**src/rtl/assert_macros.svh**
```systemverilog
// Assertion helpers for the smoother block.
`ifndef ASSERT_MACROS_SVH
`define ASSERT_MACROS_SVH

`ifndef ASSERT_OFF
// A property checked at every rising edge while reset is released.
`define ASSERT_RST(lbl, clk, rst_n, prop, msg) \
	lbl: assert property (@(posedge clk) disable iff (!rst_n) (prop)) else $error(msg);
// A property checked at every rising edge, during reset too.
`define ASSERT_ALWAYS(lbl, clk, prop, msg) \
	lbl: assert property (@(posedge clk) (prop)) else $error(msg);
`else
`define ASSERT_RST(lbl, clk, rst_n, prop, msg)
`define ASSERT_ALWAYS(lbl, clk, prop, msg)
`endif

`endif

```
**src/rtl/m3s_pkg.sv**
```systemverilog
package m3s_pkg;

	// Samples seen so far in the current sequence, saturating at the running state.
	typedef enum logic [1:0] {
		POS_FIRST,
		POS_SECOND,
		POS_THIRD,
		POS_RUN
	} pos_t;

	// Result queue sizing: a final sample can push three results at once.
	localparam int QUEUE_DEPTH = 4;
	localparam int MAX_PUSH    = 3;

	// Results produced by one accepted transaction.
	typedef struct packed {
		logic [1:0] count;     // number of result slots written, 0 to MAX_PUSH
		logic       mark_last; // the last written slot closes the sequence
	} push_ctl_t;

endpackage

```
**src/rtl/median3_then_binomial_smoother_top.sv**
```systemverilog
// Median-of-three filter followed by a 1-2-1 smoother over sequences of
// unsigned Q16.8 frame-time samples, the last one flagged by final_sample.
// A sample transaction is taken in every cycle while the four-entry result
// queue has room for three results; each result is registered in that queue
// before it can be taken. The first result of a sequence is its first
// sample, each later sample from the fourth on yields the smoothed value two
// places back, and the final sample pushes the remaining one to three results
// with final_result set on the last. Draining that tail through the single
// output port is what holds the input back at the end of a sequence when the
// output side takes a result every cycle. The window is two shift cells of raw
// and median taps.
`include "assert_macros.svh"

module median3_then_binomial_smoother_top import m3s_pkg::*; #(
	parameter int SAMPLE_WIDTH = 24
) (
	input  logic                    clk,
	input  logic                    arst_n,
	input  logic                    sample_valid,
	output logic                    sample_ready,
	input  logic [SAMPLE_WIDTH-1:0] sample,
	input  logic                    final_sample,
	output logic                    result_valid,
	input  logic                    result_ready,
	output logic [SAMPLE_WIDTH-1:0] smoothed,
	output logic                    final_result
);

	localparam int W = SAMPLE_WIDTH;

	pos_t         pos_q;
	pos_t         pos_d;
	logic         accept;
	logic [W-1:0] raw0;
	logic [W-1:0] raw1;
	logic [W-1:0] med0;
	logic [W-1:0] med1;
	logic [W-1:0] med0_in;
	logic [W-1:0] lo01;
	logic [W-1:0] hi01;
	logic [W-1:0] mid;
	logic [W-1:0] slot [MAX_PUSH];
	push_ctl_t    push;

	function automatic logic [W-1:0] blend121(input logic [W-1:0] a, input logic [W-1:0] b,
			input logic [W-1:0] c);
		logic [W+1:0] sum;
		sum = {2'b00, a} + {1'b0, b, 1'b0} + {2'b00, c};
		return sum[W+1:2];
	endfunction

	assign accept = sample_valid && sample_ready;

	// Median of the two stored raw samples and the new one.
	assign lo01 = (raw0 < raw1) ? raw0 : raw1;
	assign hi01 = (raw0 < raw1) ? raw1 : raw0;
	assign mid  = (hi01 < sample) ? hi01 : ((lo01 > sample) ? lo01 : sample);

	// On the third sample the older median tap takes the first raw sample,
	// which stands in for the median at the start of the sequence.
	assign med0_in = (pos_q == POS_THIRD) ? raw0 : med1;

	m3s_cell #(.W(W)) u_cell_new (
		.clk    (clk),
		.en     (accept),
		.raw_in (sample),
		.med_in (mid),
		.raw_q  (raw1),
		.med_q  (med1)
	);

	m3s_cell #(.W(W)) u_cell_old (
		.clk    (clk),
		.en     (accept),
		.raw_in (raw1),
		.med_in (med0_in),
		.raw_q  (raw0),
		.med_q  (med0)
	);

	always_comb begin
		pos_d = pos_q;
		if (accept) begin
			if (final_sample) begin
				pos_d = POS_FIRST;
			end else begin
				unique case (pos_q)
					POS_FIRST:  pos_d = POS_SECOND;
					POS_SECOND: pos_d = POS_THIRD;
					POS_THIRD:  pos_d = POS_RUN;
					POS_RUN:    pos_d = POS_RUN;
					default:    pos_d = POS_FIRST;
				endcase
			end
		end
	end

	always_comb begin
		slot[0]        = sample;
		slot[1]        = sample;
		slot[2]        = sample;
		push.count     = 2'd0;
		push.mark_last = final_sample;
		unique case (pos_q)
			POS_FIRST: begin
				push.count = 2'd1;
			end
			POS_SECOND: begin
				push.count = final_sample ? 2'd1 : 2'd0;
			end
			POS_THIRD: begin
				slot[0]    = blend121(raw0, mid, sample);
				push.count = final_sample ? 2'd2 : 2'd0;
			end
			POS_RUN: begin
				slot[0]    = blend121(med0, med1, mid);
				slot[1]    = blend121(med1, mid, sample);
				push.count = final_sample ? 2'd3 : 2'd1;
			end
			default: begin
				push.count = 2'd0;
			end
		endcase
		if (!accept) begin
			push.count = 2'd0;
		end
	end

	always_ff @(posedge clk or negedge arst_n) begin
		if (!arst_n) begin
			pos_q <= POS_FIRST;
		end else begin
			pos_q <= pos_d;
		end
	end

	m3s_outq #(.W(W)) u_outq (
		.clk       (clk),
		.arst_n    (arst_n),
		.push      (push),
		.slot      (slot),
		.room      (sample_ready),
		.out_valid (result_valid),
		.out_ready (result_ready),
		.out_value (smoothed),
		.out_last  (final_result)
	);

	`ASSERT_RST(a_final_restarts, clk, arst_n, accept && final_sample |=> pos_q == POS_FIRST, "final sample did not restart the sequence")
	`ASSERT_RST(a_first_emits, clk, arst_n, accept && pos_q == POS_FIRST |=> result_valid, "first sample of a sequence produced no result")
	`ASSERT_ALWAYS(a_full_has_data, clk, !sample_ready |-> result_valid, "input held back while the result queue is empty")

endmodule

```
**src/rtl/m3s_cell.sv**
```systemverilog
module m3s_cell import m3s_pkg::*; #(
	parameter int W = 24
) (
	input  logic         clk,
	input  logic         en,
	input  logic [W-1:0] raw_in,
	input  logic [W-1:0] med_in,
	output logic [W-1:0] raw_q,
	output logic [W-1:0] med_q
);

	// One tap of the window: a raw sample and a median value, shifted on enable.
	always_ff @(posedge clk) begin
		if (en) begin
			raw_q <= raw_in;
			med_q <= med_in;
		end
	end

endmodule

```
**src/rtl/m3s_outq.sv**
```systemverilog
module m3s_outq import m3s_pkg::*; #(
	parameter int W = 24
) (
	input  logic         clk,
	input  logic         arst_n,
	input  push_ctl_t    push,
	input  logic [W-1:0] slot [MAX_PUSH],
	output logic         room,
	output logic         out_valid,
	input  logic         out_ready,
	output logic [W-1:0] out_value,
	output logic         out_last
);

	localparam int CNT_W = $clog2(QUEUE_DEPTH + 1);

	logic [W-1:0]     val_q [QUEUE_DEPTH];
	logic [W-1:0]     val_d [QUEUE_DEPTH];
	logic             fin_q [QUEUE_DEPTH];
	logic             fin_d [QUEUE_DEPTH];
	logic [CNT_W-1:0] cnt_q;
	logic [CNT_W-1:0] cnt_d;
	logic [CNT_W-1:0] base;
	logic             pop;

	assign pop  = (cnt_q != '0) && out_ready;
	assign base = cnt_q - CNT_W'(pop);
	assign cnt_d = base + CNT_W'(push.count);

	// The head sits at entry zero; a pop shifts the queue down by one and new
	// results land just above the surviving entries.
	always_comb begin
		for (int i = 0; i < QUEUE_DEPTH; i++) begin
			val_d[i] = val_q[i];
			fin_d[i] = fin_q[i];
		end
		if (pop) begin
			for (int i = 0; i < QUEUE_DEPTH - 1; i++) begin
				val_d[i] = val_q[i+1];
				fin_d[i] = fin_q[i+1];
			end
		end
		for (int i = 0; i < QUEUE_DEPTH; i++) begin
			for (int j = 0; j < MAX_PUSH; j++) begin
				if ((2'(j) < push.count) && (base + CNT_W'(j) == CNT_W'(i))) begin
					val_d[i] = slot[j];
					fin_d[i] = push.mark_last && (2'(j) + 2'd1 == push.count);
				end
			end
		end
	end

	always_ff @(posedge clk) begin
		for (int i = 0; i < QUEUE_DEPTH; i++) begin
			val_q[i] <= val_d[i];
			fin_q[i] <= fin_d[i];
		end
	end

	always_ff @(posedge clk or negedge arst_n) begin
		if (!arst_n) begin
			cnt_q <= '0;
		end else begin
			cnt_q <= cnt_d;
		end
	end

	assign room      = cnt_q <= CNT_W'(QUEUE_DEPTH - MAX_PUSH);
	assign out_valid = cnt_q != '0;
	assign out_value = val_q[0];
	assign out_last  = fin_q[0];

endmodule

```
**config.mk**
```make
export PLATFORM = sky130hd
export DESIGN_NAME = median3_then_binomial_smoother_top
export DESIGN_NICKNAME = d
export VERILOG_FILES = /design/src/rtl/m3s_pkg.sv /design/src/rtl/median3_then_binomial_smoother_top.sv /design/src/rtl/m3s_cell.sv /design/src/rtl/m3s_outq.sv
export VERILOG_INCLUDE_DIRS = /design/src /design/src/rtl
export SDC_FILE = /design/constraint.sdc
export NUM_CORES = 1
export LEC_CHECK = 0
export BUFFER_PORTS_ARGS = -buffer_cell sky130_fd_sc_hd__buf_2
export CORE_UTILIZATION = 45
export DETAILED_ROUTE_END_ITERATION = 10
export PLACE_DENSITY = 0.7
export SLEW_MARGIN = 20
export SYNTH_ARGS = -nofsm -noshare
export SYNTH_HDL_FRONTEND = slang
export SYNTH_HIERARCHICAL = 1
export SYNTH_SLANG_ARGS = --single-unit
```
**constraint.sdc**
```tcl
create_clock -name clk -period 8.45 [get_ports clk]
set_input_delay 0 -clock clk [delete_from_list [all_inputs] [get_ports clk]]
set_output_delay 0 -clock clk [all_outputs]
set_load 0.02 [all_outputs]
```
# == Word-level counts from Yosys, hierarchy flattened ==
# Memory sizes are Yosys's and may differ from the RTL's.
# Index checks and enable logic that the tools add are counted.
# W data, S select, Z words.
# op_classes
muxes,40
add_sub_neg,10
n_reduce_logical,23
n_eq_ne,15
magnitude_cmp,7
# op_table
op,n
$mux W24,18
$add A24 B25 Y26,3
$add A26 B24 Y26,3
$mux W72,1
$lt A24 B24 Y1,2
$pmux W24 S2,1
$gt A24 B24 Y1,1
$eq A3 B2 Y1 const B,6
$logic_and A1 B1 Y1,17
$mux W1,13
$eq A3 B1 Y1 const B,3
$logic_not A3 Y1,3
$mux W2,4
$pmux W2 S4,1
$pmux W2 S3,1
$eq A2 B2 Y1 const A,2
$eq A2 B2 Y1 const B,2
$lt A1 B2 Y1 const A,2
$add A3 B1 Y3 const B,1
$add A3 B2 Y3,1
$add A3 B2 Y3 const B,1
$le A3 B1 Y1 const B,1
$mux W3,1
$reduce_bool A3 Y1,1
other kinds (6),6
# word_totals
reg_bits,101
out_inout_bits,27
mem_count,2
ram_bits,100
# memory_table
name,depth,word_bits,rd,rd_ports_with_merged_regs,write_ports,line_no,text
u_outq.val_q,4,24,4,0,4,m3s_outq.sv:17,logic [W-1:0] val_q [QUEUE_DEPTH];
u_outq.fin_q,4,1,4,0,4,m3s_outq.sv:19,logic fin_q [QUEUE_DEPTH];

# == Longest topological paths before layout ==
# Gate-level depths: netlist of run 1.
# logic_depth
word_depth,11
depth_mapped,38
depth_no_buf,35

# == Hierarchy ==
# The synthesis of run 1 kept the hierarchy.
# by_module_without_submodules
mod,instances,area_each_um2,cells_each
median3_then_binomial_smoother_top,1,8454.4,1088
m3s_outq,1,5977.0,546
m3s_cell,2,1441.4,48

# == Worst setup path after synthesis of run 1 ==
# OpenSTA, ideal clock, no wires.
# synth_timing
path_type,reg2reg
start,register u_cell_old.raw_q[9]
end,"memory u_outq.val_q[0][21], data pin"
t_arrival_ns,8.162
slack_ns,0.024
required_time_ns,8.186
path_buffers,4
stages_incl_launch_ff,37
setup_time_ns,0.264
cell_sequence,edfxtp_1 > ha_1 > a21oi_1 > o21ai_0 > a211o_1 > o211a_1 > nor2_1 > clkbuf_1 > clkbuf_1 > mux2_2 > ha_1 > o21ai_0 > a21oi_1 > a221oi_1 > o211a_1 > o21a_1 > o31a_1 > clkbuf_1 > clkbuf_1 > a21o_1 > fa_1 > fa_1 > a21o_1 > a21oi_1 > o21bai_1 > a21oi_1 > o21bai_1 > a221oi_1 > a21oi_1 > o22ai_1 > o21ai_0 > o41a_1 > xnor2_1 > o21ai_0 > or2_2 > mux2i_1 > a31oi_1
# synth_lines
item,line_no,text
start: declaration,m3s_cell.sv:8,"output logic [W-1:0] raw_q,"
start signal: assignment,m3s_cell.sv:15,raw_q <= raw_in;
end: declaration,m3s_outq.sv:17,

==> results of run 1 <==
[area by class of cell]
type / count / area [sq um] / area share [%]
multi-input combinational: 1366 / 11160 / 54.23
tap: 511 / 639.4 / 3.108
clock inverter: 7 / 33.78 / 0.1642
sequential: 201 / 6011 / 29.21
timing repair buffer: 213 / 1730 / 8.410
inverter: 85 / 321.6 / 1.563
clock buffer: 37 / 680.7 / 3.308
[cells by family (layout without fill, tap and decap cells)]
kind of cell | Yosys count | after routing
and+or+nand+nor | 413 | 413
muxes | 154 | 154
AOI/OAI and AO/OA | 528 | 528
xor gates and xnor gates | 55 | 55
buffers and inverters | 163 | 342
adders and majority gates | 216 | 216
DFF | 201 | 201
[metrics by stage]
stage / setup TNS, ns / util [%] / hold slack, ns / total power [uW]
floorplan: 0 / - / -0.2956 / 6157
global placement: 0 / 49.23 / -0.1780 / 7786
detailed placement: -2.163 / 49.30 / -0.1738 / 7931
CTS: 0 / 52.18 / 0.07666 / 9041
global route: -1.894 / 54.50 / 0.1249 / 10480
finish: 0 / 54.50 / 0.08814 / 9771
[cells in the mapped netlist (29+ instances only)]
library cell	number	area, sq um
edfxtp_1	196	5886
a21oi_1	122	610.6
xnor2_1	29	254.0
nand2_1	174	653.1
a31oi_1	35	219.0
o21ai_0	124	620.6
ha_1	143	1789
nor2_1	88	330.3
clkbuf_1	49	183.9
mux2_2	51	574.3
fa_1	73	1461
inv_1	84	315.3
mux2i_1	103	1031
o22ai_1	50	312.8
a21o_1	49	367.9
[layer usage]
metal / GRT usage, % / vias to the layer above
met4: 9.245 / 0
met3: 3.866 / 137
met2: 44.38 / 648
met5: 0 / -
li1: - / 6772
met1: 35.09 / 7259
[power by group through the flow]
stage | sequential [uW] | combinational [uW] | clock, uW
4_1_cts | 1610 | 6440 | 995
3_3_place_gp | 1620 | 6170 | 0
6_report | 1610 | 7180 | 987
3_5_place_dp | 1630 | 6300 | 0
2_1_floorplan | 1670 | 4490 | 0
5_1_grt | 1630 | 7810 | 1040
[worst reg2reg max path: cells and delay by family, from the launching register on]
kind / cells / cell delay, ns
simple gates: 4 / 0.86
flops: 1 / 0.41
buf+inv: 5 / 0.58
compound gates: 19 / 4.41
mux: 2 / 0.48
xor+xnor: 1 / 0.18
fa+ha+maj: 4 / 1.26
[what timing repair did]
item | 4_1_cts | 5_1_grt
pin swaps | 6 | 71
resized for setup | 14 | 120
gates cloned | 1 | 4
setup buffers | 4 | 38
hold endpoints to repair | 51 | 0
hold buffers | 28 | 0
setup endpoints to repair | 36 | 49
[sequential cells by signal, indices dropped and copies added (netlist names)]
signal,count
u_outq/cnt_q,3
u_outq/val_q,96
pos_q,2
u_cell_new/med_q,24
u_cell_old/med_q,24
u_cell_old/raw_q,24
u_outq/fin_q,4
u_cell_new/raw_q,24
[worst paths after layout]
kind,slack [ns],endpoint,startpoint,cells after the start
max in group asynchronous,7.79,u_outq/cnt_q[2],arst_n,3
min reg2reg,0.48,u_cell_old/raw_q[7],u_cell_new/raw_q[7],0
max reg2reg,0.003,u_outq/val_q[3][20],u_cell_new/raw_q[11],35
min,0.09,u_outq/val_q[0][21],result_ready,3
min in group asynchronous,0.45,u_outq/cnt_q[1],arst_n,3
max,0.003,u_outq/val_q[3][20],u_cell_new/raw_q[11],35
[layout by cell type, fill, tap and decap left out, types with 6 or more instances in the layout]
| cell | n |
|---|---|
| a211o_1 | 7 |
| a211oi_1 | 25 |
| a21o_1 | 48 |
| a21oi_1 | 100 |
| a21oi_2 | 40 |
| a31oi_1 | 33 |
| buf_12 | 6 |
| buf_2 | 55 |
| buf_4 | 112 |
| clkbuf_1 | 11 |
| clkbuf_16 | 29 |
| dlygate4sd3_1 | 28 |
| edfxtp_1 | 196 |
| fa_1 | 72 |
| ha_1 | 130 |
| ha_4 | 12 |
| inv_1 | 81 |
| mux2_2 | 47 |
| mux2i_1 | 102 |
| nand2_1 | 174 |
| nand2b_1 | 19 |
| nand3_1 | 15 |
| nand4_1 | 22 |
| nor2_1 | 85 |
| nor2b_1 | 9 |
| nor3_1 | 14 |
| nor3_2 | 9 |
| o211ai_1 | 9 |
| o21a_1 | 13 |
| o21ai_0 | 102 |
| o21ai_1 | 17 |
| o21ai_2 | 8 |
| o21bai_1 | 11 |
| o22ai_1 | 49 |
| or2_2 | 27 |
| or3_1 | 9 |
| xnor2_1 | 28 |
| xor2_1 | 25 |
==> key figures, run 1 <==
Global routing
  • First-pass GRT wire length: 80.74 mm
  • Largest net degree at the start of global routing: 53
  • Total track usage: 26.60%
  • Antenna violations before repair: 0
  • Grt total ovfl: 0
  • Vias in the first global route: 14.15k

Yosys
  • Mapped Avg Cell Area: 10.01 sq um
  • Post-synthesis xor/xnor area fraction: 2.826%
  • Post-synthesis register bit count: 201
  • Cell area after synthesis: 0.01731 sq mm
  • Synth Area in Adders: 18.77%
  • Synth Area in Compound Gates: 19.48%
  • Main combinational cell family by area after synthesis: compound AO/OA/AOI/OAI gates
  • Main synth FF type: edfxtp_1
  • Mapped Nets: 1975
  • Seq/Total Area, Yosys: 34.72%
  • Synth unique cells: 73
  • Cells after synthesis: 1730
  • Post-synth EDFFs: 196
  • Synthesis warning total: 6
  • Fraction of the mapped netlist area in simple logic gates: 11.03%
  • Ys async rst share: 2.488%
  • Mux share of post-synthesis cell area: 9.272%

Floorplan
  • Io pins: 56
  • Core area: 0.03776 sq mm
  • Die ar.: 0.03926 sq mm
  • # rows: 71
  • Die Height: 198.2 um
  • Die Wd: 198.2 um
  • Initial Util: 45.86%

Place
  • Detailed placement HPWL: 37.25 mm
  • Post-DP Area: 0.01861 sq mm
  • Final GP Congestion: 0.9675
  • Dpl ws: -0.2055 ns
  • Port bufs: 55
  • Placed instance count: 2302

Cells and area
  • Fill cells: 3219
  • Cell Count, Final, Fillers Out: 2420
  • Post-route cell area: 0.02057 sq mm
  • Final net count: 2136
  • Share of cells above drive strength 1: 21.48%
  • P&R area growth vs syn: 18.83%
  • Antenna Cells: 0

Critical path
  • Crit Path Category: reg -> reg
  • CP delay by family, top: compound AO/OA/AOI/OAI gates
  • CP peak stage delay: 0.46 ns
  • Startpoint types: flip-flop
  • Critical Path RT: 8.70 ns
  • CP max-delay cell: o41a_1
  • CP Max Fanout: 6
  • Most frequent CP cell: a21oi_2
  • Crit path buf inv count: 5
  • Worst path arrival time: 8.70 ns
  • Crit end category: flip-flop

STA
  • RSZ-0062 raised after global routing: true
  • Least-Margin Pin Slew: 1.051 ns
  • Max-slew violations: 0
  • Final hold violation count: 0
  • Tmin final: 8.447 ns
  • Final setup margin: 0.003332 ns
  • Clock skew: 0.03476 ns
  • Final period utilization: 99.96%
  • Setup violations, final: 0
  • Fmax: 118.4 MHz
  • Rel. slew slack: 29.75%

Clock tree
  • CTS sink cnt: 201
  • CTS tree: yes
  • Maximum clock insertion buffer count: 3
  • Reg clk slew, reported paths: 0.06 ns
  • Clock Latency Late Sink: 0.56 ns
  • Clock buffer count from CTS: 24
  • H-Tree Depth: 1
  • Clock root buffer: clkbuf_16

Run
  • Max-Cap Viols: 0

Power and ir drop
  • Peak supply drop: 235.9 uV
  • Pwr Density: 474.9 mW/mm^2
  • Internal cell power: 5066 uW
  • Clock network fraction of design power: 10.1%
  • Combinational Power Share: 73.4%
  • Sw frac: 48.15%
  • Leak pwr: 0.008021 uW
  • Flop pwr share: 16.5%
  • Psw: 4705 uW

Routing
  • Drc violations: 0
  • DR iter-0 viols: 1354
  • Via count: 14.82k
  • First-pass detailed-route iteration total: 5
  • DRT met1 WL: 22.00 mm
  • WL met3: 3.862 mm
  • Vias per cell: 6.122
  • Met2 routed WL: 25.44 mm
  • Final ANT Viol Nets: 0
  • WL/cell: 22.04 um
  • DR top layer: met4
  • Drt total wl: 53.33 mm

Run status
  • Outcome: finished, final reports clean

Min path
  • Hold crit path type: in -> reg
Note: power is estimated with default switching activity, not from simulation.
==> inputs of run 2 (changes only) <==
--- a/config.mk
+++ b/config.mk
@@ -10,6 +10,7 @@
 export CORE_UTILIZATION = 45
 export DETAILED_ROUTE_END_ITERATION = 10
 export PLACE_DENSITY = 0.7
+export REMOVE_ABC_BUFFERS = 1
 export SLEW_MARGIN = 20
 export SYNTH_ARGS = -nofsm -noshare
 export SYNTH_HDL_FRONTEND = slang
==> key figures, run 2 (same netlist as run 1, synthesis figures left out) <==
Routing
  • Drc violations: 0 (unchanged)
  • Vias per cell: 6.141 (+0.31%)
  • WL/cell: 21.58 um (-2.1%)
  • First-pass detailed-route iteration total: 5 (unchanged)
  • Via count: 14.95k (+0.89%)
  • DR iter-0 viols: 1357 (+0.22%)
  • Drt total wl: 52.52 mm (-1.5%)
  • Final ANT Viol Nets: 0 (unchanged)

Global routing
  • Largest net degree at the start of global routing: 67 (+26%)
  • Grt total ovfl: 0 (unchanged)
  • Total track usage: 25.83% (-0.77 points)
  • Antenna violations before repair: 0 (unchanged)
  • First-pass GRT wire length: 78.76 mm (-2.5%)
  • Vias in the first global route: 14.13k (-0.14%)

Cells and area
  • Cell Count, Final, Fillers Out: 2434 (+0.58%)
  • Fill cells: 3186 (-1.0%)
  • Commonest non-fill, non-tap cell in the layout: edfxtp_1
  • Fin util: 55.38% (+0.88 points)
  • P&R area growth vs syn: 20.76%
  • Seq. cell area: 0.006011 sq mm (unchanged)
  • Antenna Cells: 0 (unchanged)
  • Max FFs per register: 96 (unchanged)
  • Biggest register: u_outq/val_q
  • Multi-input logic area: 0.01132 sq mm (+1.5%)
  • Share of cells above drive strength 1: 23.40% (+1.9 points)
  • Final net count: 2153 (+0.80%)
  • Most frequent cells in the layout: 196 x edfxtp_1, 172 x nand2_1, 129 x buf_4

STA
  • Final hold violation count: 0 (unchanged)
  • Rel. slew slack: 25.58% (-4.2 points)
  • RSZ-0062 raised after global routing: true
  • Fmax: 117.9 MHz (-0.44%)
  • Clock skew: 0.01432 ns (-0.02044 ns)
  • WHS: 0.1908 ns (+0.1026 ns)
  • Max-slew violations: 0 (unchanged)
  • Setup violations, final: 5 (+5)
  • Final period utilization: 100.4% (+0.44 points)
  • Least-Margin Pin Slew: 1.114 ns (+0.06247 ns)
  • Final setup margin: -0.03357 ns (-0.03691 ns)
  • Tmin final: 8.484 ns (+0.03691 ns)

Critical path
  • CP Max Fanout: 6 (unchanged)
  • Crit end category: flip-flop
  • Startpoint types: flip-flop
  • RR Startpoint: u_cell_old/raw_q[21]
  • Worst path arrival time: 8.74 ns (+0.04 ns)
  • Critical Path RT: 8.71 ns (about the same)
  • CP max-delay cell: o41a_1
  • Critical R2R Capture: u_outq/val_q[1][20]
  • Path depth of the worst reg2reg path: 35 (unchanged)
  • Crit Path Category: reg -> reg
  • Register-to-register setup slack: -0.03 ns (-0.04 ns)
  • CP peak stage delay: 0.47 ns (about the same)
  • Most frequent CP cell: buf_6

Floorplan
  • Initial Util: 45.86% (unchanged)
  • Io pins: 56 (unchanged)
  • Die Wd: 198.2 um (unchanged)
  • Die Height: 198.2 um (unchanged)
  • Die ar.: 0.03926 sq mm (unchanged)
  • # rows: 71 (unchanged)
  • Core area: 0.03776 sq mm (unchanged)

Min path
  • WHS Path Cells: 3 (unchanged)
  • Hold crit path type: in -> reg
  • Hold path endpoint: u_outq/val_q[0][20]
  • Min-delay src: result_ready

Place
  • Detailed placement HPWL: 36.40 mm (-2.3%)
  • Placed instance count: 2315 (+0.56%)
  • Port bufs: 55 (unchanged)
  • Final GP Congestion: 0.9657 (-0.19%)

Clock tree
  • CTS sink cnt: 201 (unchanged)
  • Clock buffer count from CTS: 25 (+4.2%)
  • CTS tree: yes
  • Maximum clock insertion buffer count: 3 (unchanged)
  • Clock root buffer: clkbuf_16
  • Reg clk slew, reported paths: 0.06 ns (about the same)
  • H-Tree Depth: 1 (unchanged)
  • Clock Latency Late Sink: 0.53 ns (-0.03 ns)

Power and ir drop
  • Peak supply drop: 277.8 uV (+18%)
  • Leak pwr: 0.008171 uW (+1.9%)
  • Tot Pwr: 9862 uW (+0.93%)
  • Pwr Density: 471.6 mW/mm^2 (-0.69%)

Run status
  • Outcome: finished, violations left
  • Failing checks: negative setup slack

Run
  • Max-Cap Viols: 0 (unchanged)
[run 2: worst max path at each step]
stage | start | end | slack (ns) | cells past startpoint
finish | u_cell_old/raw_q[21] | u_outq/val_q[1][20] | -0.03 | 35
global route | u_cell_old/raw_q[21] | u_outq/val_q[3][20] | -0.38 | 38
detailed placement | u_cell_new/raw_q[21] | u_outq/val_q[0][21] | -0.35 | 38
CTS | u_cell_new/raw_q[21] | u_outq/val_q[0][21] | -0.01 | 36
global placement | u_cell_new/raw_q[21] | u_outq/val_q[0][21] | -0.17 | 38
floorplan | u_cell_old/raw_q[9] | u_outq/val_q[0][21] | -3.29 | 33
[run 2: layout make-up]
| class | instances | share of cell area, % |
|---|---|---|
| multi-input cells | 1366 | 54.16 |
| flip-flops and latches | 201 | 28.75 |
| repair buffers | 229 | 8.791 |
| clock buffers | 30 | 3.082 |
| well taps | 511 | 3.058 |
| inverters | 85 | 1.538 |
| clock inverters | 12 | 0.6283 |
[run 2: where the power goes]
part / switching [uW] / internal, uW / total, uW
sequential: 124 / 1490 / 1610
clock: 435 / 628 / 1060
combinational: 4090 / 3100 / 7190
total: 4650 / 5210 / 9860
[run 2: repair_timing]
| action | in CTS | in global routing |
|---|---|---|
| buffers inserted | 8 | 36 |
| setup endpoints to repair | 24 | 54 |
| pin swaps | 8 | 86 |
| resized for setup | 16 | 146 |
| gates cloned | 1 | 4 |
| endpoints found under the hold margin | 53 | 0 |
| hold buffers | 28 | 0 |
[run 2: through the flow]
stage          setup WS [ns]  instance area, sq um  setup TNS (ns)
3_3_place_gp         -0.1737                 18690         -0.4644
2_1_floorplan         -3.294                 16960         -228.42
3_5_place_dp         -0.3539                 18690          -3.014
4_1_cts             -0.01238                 19880        -0.01238
6_report            -0.03357                 20910         -0.1197
5_1_grt              -0.3761                 20910          -5.647
[run 2: metal layers]
layer | vias to the layer above | GRT usage (%) | part of all wire, %
met5 | - | 0 | 0
met4 | 0 | 11.00 | 4.7
met3 | 153 | 2.623 | 7.1
met2 | 726 | 42.66 | 47
met1 | 7246 | 34.40 | 41
li1 | 6823 | - | -
[run 2: critical path: cells and delay by family, from the launching register on]
| family | cells | cell delay, ns |
|---|---|---|
| AOI/OAI and AO/OA | 19 | 4.57 |
| adders and majority gates | 4 | 1.39 |
| buffers and inverters | 6 | 0.90 |
| and+or+nand+nor | 4 | 0.55 |
| DFF | 1 | 0.44 |
| xor gates and xnor gates | 1 | 0.18 |
| muxes | 1 | 0.17 |
